[config.mk]
export PLATFORM = sky130hd
export DESIGN_NAME = canonical_sequence_revcomp
export DESIGN_NICKNAME = d
export VERILOG_FILES = /design/src/hdl/csrc_pkg.sv /design/src/hdl/csrc_ctrl.sv /design/src/hdl/csrc_dp.sv /design/src/hdl/canonical_sequence_revcomp.sv
export SDC_FILE = /design/constraint.sdc
export NUM_CORES = 1
export LEC_CHECK = 0
export BUFFER_PORTS_ARGS = -buffer_cell sky130_fd_sc_hd__buf_2
export CAP_MARGIN = 20
export CORE_MARGIN = 2
export CORE_UTILIZATION = 57
export DETAILED_ROUTE_END_ITERATION = 10
export HOLD_SLACK_MARGIN = 0.02
export MAX_ROUTING_LAYER = met4
export PLACE_DENSITY_LB_ADDON = 0.15
export SLEW_MARGIN = 10
export SYNTH_ARGS = -nofsm -noshare
export SYNTH_HDL_FRONTEND = slang
export SYNTH_SLANG_ARGS = --single-unit
[constraint.sdc]
create_clock -name clk -period 3.6 [get_ports clk]
set_input_delay 0.18 -clock clk [delete_from_list [all_inputs] [get_ports clk]]
set_output_delay 0.18 -clock clk [all_outputs]
set_load 0.1 [all_outputs]
[src/hdl/csrc_pkg.sv]
// shared types, constants and the base complement table for the canonical
// reverse-complement block; no dependencies
package csrc_pkg;

	// default buffer depth in characters
	localparam int unsigned MAX_LEN_DEF = 64;

	// controller states
	typedef enum logic [2:0] {
		ST_LOAD,
		ST_CMP_RD,
		ST_CMP_EV,
		ST_EMIT_RD,
		ST_EMIT_OUT
	} state_t;

	// commands from controller to datapath
	typedef struct packed {
		logic load;      // store the accepted word, update length and overflow
		logic rd_cmp;    // read forward and backward entries for comparison
		logic rd_emit;   // read the entry for the next emitted word
		logic idx_clr;   // restart the walk index
		logic idx_inc;   // advance the walk index
		logic set_rc;    // latch the orientation choice
		logic rc_val;    // orientation value: 1 reverse complement
		logic seq_clr;   // sequence done, clear length and overflow
	} cmd_t;

	// status from datapath to controller
	typedef struct packed {
		logic canonical; // canonical mode register
		logic idx_last;  // walk index sits on the last stored character
		logic cmp_lt;    // original byte below complement byte
		logic cmp_gt;    // original byte above complement byte
	} status_t;

	// upper-case complement of an iupac code, either case; unknown gives N
	function automatic logic [7:0] comp_base(input logic [7:0] c);
		logic [7:0] r;
		case (c) inside
			"A", "a":           r = "T";
			"C", "c":           r = "G";
			"G", "g":           r = "C";
			"T", "t", "U", "u": r = "A";
			"M", "m":           r = "K";
			"R", "r":           r = "Y";
			"W", "w":           r = "W";
			"S", "s":           r = "S";
			"Y", "y":           r = "R";
			"K", "k":           r = "M";
			"V", "v":           r = "B";
			"H", "h":           r = "D";
			"D", "d":           r = "H";
			"B", "b":           r = "V";
			default:            r = "N";
		endcase
		return r;
	endfunction

endpackage

[src/hdl/csrc_ctrl.sv]
// controller state machine for the canonical reverse-complement block
// depends on csrc_pkg for state, command and status types
module csrc_ctrl (
	input  logic               clk,
	input  logic               arst_n,
	input  logic               in_valid,
	input  logic               end_of_sequence,
	input  logic               out_stall,
	input  csrc_pkg::status_t  st,
	output csrc_pkg::cmd_t     cmd,
	output logic               in_stall,
	output logic               out_valid
);
	import csrc_pkg::*;

	state_t state_q, state_d;

	// state register
	always_ff @(posedge clk or negedge arst_n) begin
		if (!arst_n) begin
			state_q <= ST_LOAD;
		end else begin
			state_q <= state_d;
		end
	end

	// next state and commands
	always_comb begin
		state_d   = state_q;
		cmd       = '0;
		in_stall  = 1'b1;
		out_valid = 1'b0;
		unique case (state_q)
			ST_LOAD: begin
				in_stall = 1'b0;
				if (in_valid) begin
					cmd.load = 1'b1;
					if (end_of_sequence) begin
						cmd.idx_clr = 1'b1;
						if (st.canonical) begin
							state_d = ST_CMP_RD;
						end else begin
							cmd.set_rc = 1'b1;
							cmd.rc_val = 1'b1;
							state_d    = ST_EMIT_RD;
						end
					end
				end
			end
			ST_CMP_RD: begin
				cmd.rd_cmp = 1'b1;
				state_d    = ST_CMP_EV;
			end
			ST_CMP_EV: begin
				// first differing byte decides; equal strings take the complement
				if (st.cmp_lt) begin
					cmd.set_rc  = 1'b1;
					cmd.rc_val  = 1'b0;
					cmd.idx_clr = 1'b1;
					state_d     = ST_EMIT_RD;
				end else if (st.cmp_gt || st.idx_last) begin
					cmd.set_rc  = 1'b1;
					cmd.rc_val  = 1'b1;
					cmd.idx_clr = 1'b1;
					state_d     = ST_EMIT_RD;
				end else begin
					cmd.idx_inc = 1'b1;
					state_d     = ST_CMP_RD;
				end
			end
			ST_EMIT_RD: begin
				cmd.rd_emit = 1'b1;
				state_d     = ST_EMIT_OUT;
			end
			ST_EMIT_OUT: begin
				out_valid = 1'b1;
				if (!out_stall) begin
					if (st.idx_last) begin
						cmd.seq_clr = 1'b1;
						state_d     = ST_LOAD;
					end else begin
						cmd.idx_inc = 1'b1;
						state_d     = ST_EMIT_RD;
					end
				end
			end
			default: begin
				state_d = ST_LOAD;
			end
		endcase
	end

endmodule

[src/hdl/csrc_dp.sv]
// datapath of the canonical reverse-complement block: character buffer,
// length and overflow tracking, walk index, comparison and output word
// depends on csrc_pkg for command and status types and the complement table
module csrc_dp #(
	parameter int unsigned MAX_LEN = csrc_pkg::MAX_LEN_DEF
) (
	input  logic               clk,
	input  logic               arst_n,
	input  csrc_pkg::cmd_t     cmd,
	input  logic               cfg_wr_en,
	input  logic               cfg_wr_data,
	input  logic [7:0]         base_char,
	output csrc_pkg::status_t  st,
	output logic [7:0]         out_char,
	output logic               used_complement,
	output logic               length_overflow
);
	import csrc_pkg::*;

	localparam int unsigned AW = (MAX_LEN > 1) ? $clog2(MAX_LEN) : 1;
	localparam int unsigned CW = $clog2(MAX_LEN + 1);

	logic [7:0]    mem [MAX_LEN];
	logic [CW-1:0] len_q;
	logic          ovf_q;
	logic [AW-1:0] idx_q;
	logic          use_rc_q;
	logic          canonical_q;
	logic [7:0]    rd_a_q;
	logic [7:0]    rd_b_q;

	logic          room;
	logic [AW-1:0] last_idx;
	logic [AW-1:0] rev_idx;
	logic [AW-1:0] addr_a;
	logic [7:0]    comp_b;

	assign room     = (len_q < CW'(MAX_LEN));
	assign last_idx = AW'(len_q - CW'(1));
	assign rev_idx  = last_idx - idx_q;
	// forward index, or backward index while emitting the complement
	assign addr_a   = (cmd.rd_emit && use_rc_q) ? rev_idx : idx_q;

	// buffer write
	always_ff @(posedge clk) begin
		if (cmd.load && room) begin
			mem[len_q[AW-1:0]] <= base_char;
		end
	end

	// registered buffer reads; rd_a_q doubles as the output word register
	always_ff @(posedge clk) begin
		if (cmd.rd_cmp || cmd.rd_emit) begin
			rd_a_q <= mem[addr_a];
		end
		if (cmd.rd_cmp) begin
			rd_b_q <= mem[rev_idx];
		end
	end

	// length and overflow
	always_ff @(posedge clk or negedge arst_n) begin
		if (!arst_n) begin
			len_q <= '0;
			ovf_q <= 1'b0;
		end else if (cmd.seq_clr) begin
			len_q <= '0;
			ovf_q <= 1'b0;
		end else if (cmd.load) begin
			if (room) begin
				len_q <= CW'(len_q + CW'(1));
			end else begin
				ovf_q <= 1'b1;
			end
		end
	end

	// walk index and orientation
	always_ff @(posedge clk or negedge arst_n) begin
		if (!arst_n) begin
			idx_q    <= '0;
			use_rc_q <= 1'b1;
		end else begin
			if (cmd.idx_clr) begin
				idx_q <= '0;
			end else if (cmd.idx_inc) begin
				idx_q <= AW'(idx_q + AW'(1));
			end
			if (cmd.set_rc) begin
				use_rc_q <= cmd.rc_val;
			end
		end
	end

	// mode register
	always_ff @(posedge clk or negedge arst_n) begin
		if (!arst_n) begin
			canonical_q <= 1'b1;
		end else if (cfg_wr_en) begin
			canonical_q <= cfg_wr_data;
		end
	end

	// status and output word
	assign comp_b          = comp_base(rd_b_q);
	assign st.canonical    = canonical_q;
	assign st.idx_last     = (idx_q == last_idx);
	assign st.cmp_lt       = (rd_a_q < comp_b);
	assign st.cmp_gt       = (rd_a_q > comp_b);
	assign out_char        = use_rc_q ? comp_base(rd_a_q) : rd_a_q;
	assign used_complement = use_rc_q;
	assign length_overflow = ovf_q;

	// length never passes the buffer depth
	assert property (@(posedge clk) disable iff (!arst_n)
		len_q <= CW'(MAX_LEN))
		else $error("stored length beyond buffer depth");

	// overflow is only ever seen with a full buffer
	assert property (@(posedge clk) disable iff (!arst_n)
		ovf_q |-> (len_q == CW'(MAX_LEN)))
		else $error("overflow flagged with room left");

	// reads only happen over a non-empty sequence
	assert property (@(posedge clk) disable iff (!arst_n)
		(cmd.rd_emit || cmd.rd_cmp) |-> (len_q != '0))
		else $error("buffer read with empty sequence");

	// walk index stays inside the stored characters while reading
	assert property (@(posedge clk) disable iff (!arst_n)
		(cmd.rd_emit || cmd.rd_cmp) |-> (CW'(idx_q) < len_q))
		else $error("walk index beyond stored length");

endmodule

[src/hdl/canonical_sequence_revcomp.sv]
// Canonical reverse-complement unit. Characters arrive on the input channel
// one word per cycle while in_stall is low and are stored in a MAX_LEN-byte
// buffer; the word with end_of_sequence closes the sequence. Characters past
// MAX_LEN are dropped and length_overflow is raised on every emitted word of
// that sequence. With canonical_mode set (reset value) the original is
// compared byte by byte with its reverse complement and the strictly smaller
// one is emitted, ties giving the complement; with canonical_mode clear the
// complement is always emitted. The comparison steps through a read and an
// evaluate state per position up to the first differing byte, and emission
// through a read and an output state per word, held by any output stall; the
// single buffer memory and its registered read set these steps. The input is
// stalled from the closing word until the last word is delivered.
// canonical_mode may only be written while the block is idle.
// depends on csrc_pkg, csrc_ctrl and csrc_dp
module canonical_sequence_revcomp #(
	parameter int unsigned MAX_LEN = csrc_pkg::MAX_LEN_DEF
) (
	input  logic       clk,
	input  logic       arst_n,
	input  logic       cfg_wr_en,
	input  logic       cfg_wr_data,
	input  logic       in_valid,
	output logic       in_stall,
	input  logic [7:0] base_char,
	input  logic       end_of_sequence,
	output logic       out_valid,
	input  logic       out_stall,
	output logic [7:0] out_char,
	output logic       out_last,
	output logic       used_complement,
	output logic       length_overflow
);
	import csrc_pkg::*;

	cmd_t    cmd;
	status_t st;

	// controller
	csrc_ctrl u_ctrl (
		.clk             (clk),
		.arst_n          (arst_n),
		.in_valid        (in_valid),
		.end_of_sequence (end_of_sequence),
		.out_stall       (out_stall),
		.st              (st),
		.cmd             (cmd),
		.in_stall        (in_stall),
		.out_valid       (out_valid)
	);

	// datapath
	csrc_dp #(
		.MAX_LEN (MAX_LEN)
	) u_dp (
		.clk             (clk),
		.arst_n          (arst_n),
		.cmd             (cmd),
		.cfg_wr_en       (cfg_wr_en),
		.cfg_wr_data     (cfg_wr_data),
		.base_char       (base_char),
		.st              (st),
		.out_char        (out_char),
		.used_complement (used_complement),
		.length_overflow (length_overflow)
	);

	// last word of the sequence
	assign out_last = st.idx_last;

endmodule
==> results_dict.tcl <==
set metrics [dict create \
    wl_per_cell_um 29.2 \
    synth_cell_types 72 \
    drv_slew 0 \
    path_cells "inv_2 -> ha_4 -> inv_4 -> fa_4 -> buf_8 -> buf_12 -> mux4_2 -> mux4_2 -> mux2i_1 -> a21oi_1" \
    fmax_mhz 277 \
    cts.htree.levels 2 \
    cp.required_ps 3960 \
    p_leak_nw 10.7 \
    dpl.hpwl_um 53100 \
    tightest_slew_ps 1030 \
    grt_pass1_wl_um 114000 \
    routed_via_density 6.74 \
    multi_input_area_um2 9640 \
    drive_gt1_frac 0.273 \
    placed_area_um2 28600 \
    ant_nets 0 \
    rsz0062_at_grt "true" \
    maxCapViolations 0 \
    synth_edf_count 527 \
    cts_tree "done" \
    syn_nets 1889 \
    most-common-layout-cells "527 x edfxtp_1, 325 x nand2_1, 190 x buf_4, 167 x mux4_2, 127 x nor2_1" \
    grtUsageTotal 0.339 \
    design_area_um2 31100 \
    synth_top_cell_area_share 0.597 \
    fillers 3225 \
    routed_wl_um 78700 \
    clock_sinks 546 \
    final.period_utilization 1.00 \
    first_global_vias 17545 \
    critPathMaxFanout 13 \
    yosysSeqAreaShare 0.615 \
    cp_slowest_cell "fa_4" \
    worstRegToRegCells 10 \
    cp.arrival_ps 3970 \
    portBuffers 27 \
    min_delay_path_depth 1 \
    ys_warn_count 0 \
    violations "setup timing" \
    yosys.area.top_type "edfxtp_1" \
    final_cells 2692 \
    criticalPathCategory "flop to flop" \
    fp.coreArea_um2 46300 \
    crit_path_end_kind "flop" \
    critPathMaxStageDelay_ps 860 \
    synth-xor-area-share 0.00750 \
    worst_slack_ps -9.89 \
    hp-class "input pin to flop" \
    drc 0 \
    die-height_um 220 \
    clk_path_buf_depth 3 \
    mostFrequentLayoutCell "edfxtp_1" \
    ys_ff_latch 546 \
    dr.pass1.iters 6 \
    place_congestion 0.964 \
    clock_latency_ps 610 \
    nets 2069 \
    synth.mux.area_fraction 0.173 \
    rows 79 \
    netlist_area_um2 26500 \
    hold_viol_final 0 \
    dieArea_um2 48300 \
    root_buffer "clkbuf_16" \
    status "complete, but fails checks" \
    path_depth 10 \
    fin_skew_ps 24.3 \
    die_w_um 220 \
    synth.avg_cell_area_um2 14.3 \
    cts_buffers 55 \
    antenna_found_initial 2 \
    vias 18141 \
    async_flop_share 0.0348 \
    synthFlopType "edfxtp_1" \
    cpLargestDelayFamily "multiplexers" \
    synthCells 1860 \
    period_minus_slack_ps 3610 \
    path_clk_slew_ps 70 \
    ios 28 \
    seqCellArea_um2 16300 \
    power.density_nw_per_um2 1070 \
    synth-simple-area-share 0.110 \
    grt_remaining_overflow 0 \
    slew_headroom 0.313 \
    placed_cells 2562 \
    synth_compound_area_frac 0.0575 \
    critPathLaunchType "flop" \
    drt_iter0_drc 2589 \
    ir_worst_vdd_v 0.000877 \
    setup_tns_ps -13.7 \
    synth_top_family_by_area "multiplexers" \
    initial_utilization 0.573 \
    areaGrowthSynthToFinish_pct 17.1 \
    grt_max_degree 75 \
    crit_buf_inv 4 \
    crit_top_cell "mux4_2" \
    yosys-top-cells-area "edfxtp_1 60%, mux4_2 14%, nand2_1 4.6%" \
    finalSetupViolations 2 \
    power_mw 33.3 \
    yosys.area_share.adder 0.00689 \
]
-- cell families (layout without fill, tap and decap cells) --
logic type,after synthesis,in the layout
xor+xnor,21,21
buf+inv,155,378
fa+ha+maj,14,14
other cells,0,2
flops,546,546
compound gates,219,219
mux,244,244
simple gates,661,661
-- cell type report --
type	instances	area share
repair buffers	263	0.0783
diodes	2	0.000161
clock inverters	35	0.0124
clock buffers	65	0.0475
inverters	15	0.00189
flip-flops and latches	546	0.525
well taps	607	0.0245
multi-input cells	1159	0.310
-- metrics by stage --
step           hold WS [ps]   util  setup WS (ps)
2_1_floorplan          -116      -           6.46
3_5_place_dp            146  0.619           -105
3_3_place_gp            145  0.619           -151
4_1_cts                32.1  0.663          -3.80
6_report               32.3  0.671          -9.89
5_1_grt                29.4  0.671          -89.7
-- path summary, 6_finish.rpt --
kind	from	to	slack (ps)
min reg2reg	u_dp.length_overflow$_DFFE_PN0P_	u_dp.length_overflow$_DFFE_PN0P_	500
max reg2reg	u_dp.len_q[1]$_DFFE_PN0P_	u_dp.rd_b_q[7]$_DFFE_PP_	-10
max in group asynchronous	arst_n	u_dp.canonical_q$_DFFE_PN1P_	3200
max	u_dp.len_q[1]$_DFFE_PN0P_	u_dp.rd_b_q[7]$_DFFE_PP_	-10
min in group asynchronous	arst_n	u_dp.idx_q[4]$_DFFE_PN0P_	60
min	base_char[7]	u_dp.mem[38][7]$_DFFE_PP_	30
-- state kept, by name, summed over array words and instances (netlist names) --
name and count:
u_ctrl.state_q 3, u_dp.canonical_q 1, u_dp.idx_q 6, u_dp.len_q 7
u_dp.length_overflow 1, u_dp.mem 512, u_dp.rd_a_q 8, u_dp.rd_b_q 7
u_dp.used_complement 1
-- Yosys cell counts (3+ instances only) --
master and count:
nand2_1 325, a211oi_1 12, a221oi_1 7, buf_1 7
nand3_1 105, nor2b_1 21, clkbuf_1 41, a21oi_1 58
a22oi_1 11, o22ai_1 11, or3_1 3, xor2_1 11
and2_1 5, a31oi_1 19, inv_1 15, a311oi_1 5
edfxtp_1 527, or2_2 3, nand4_1 30, a21o_1 4
mux2i_1 65, a211o_1 6, buf_2 62, mux4_2 167
xnor2_1 8, ha_1 13, a22o_1 5, o211ai_1 4
buf_6 10, mux2_2 5, o21ai_0 16, nand2b_1 5
nor2_1 128, buf_4 20, and3_1 7, nand3b_1 5
nor3_1 7, dfrtp_1 17, a32oi_1 44
-- layer usage --
metal  routed length (um)  track usage  up-vias  share of wire
met2                37800        0.529     1144           0.48
li1                     -            -     7637              -
met3                 8360       0.0634      190           0.11
met4                 3390        0.131        0          0.043
met1                29100        0.448     9170           0.37
met5                    0            -        -              0
-- timing repair --
item | CTS | global route
resized for setup | 9 | 33
hold buffers | 8 | 0
pin swaps | 1 | 13
gates cloned | 1 | 2
buffers inserted | 3 | 12
hold endpoints to repair | 28 | 0
setup endpoints to repair | 4 | 16
-- worst reg2reg max path: stages (launching register included) --
cell and delay (ps):
dfrtp_1 380, inv_2 70, ha_4 280, inv_4 40, fa_4 860, buf_8 170, buf_12 170, mux4_2 560
mux4_2 540, mux2i_1 200, a21oi_1 100
-- report_power, final --
group	internal, mW	switching [mW]	leakage [nW]	total (mW)
registers	7.41	0.361	4.99	7.77
clock network	3.49	2.39	0.907	5.88
logic	8.71	10.9	4.78	19.7
No activity file was read; power rests on OpenSTA's default activity.
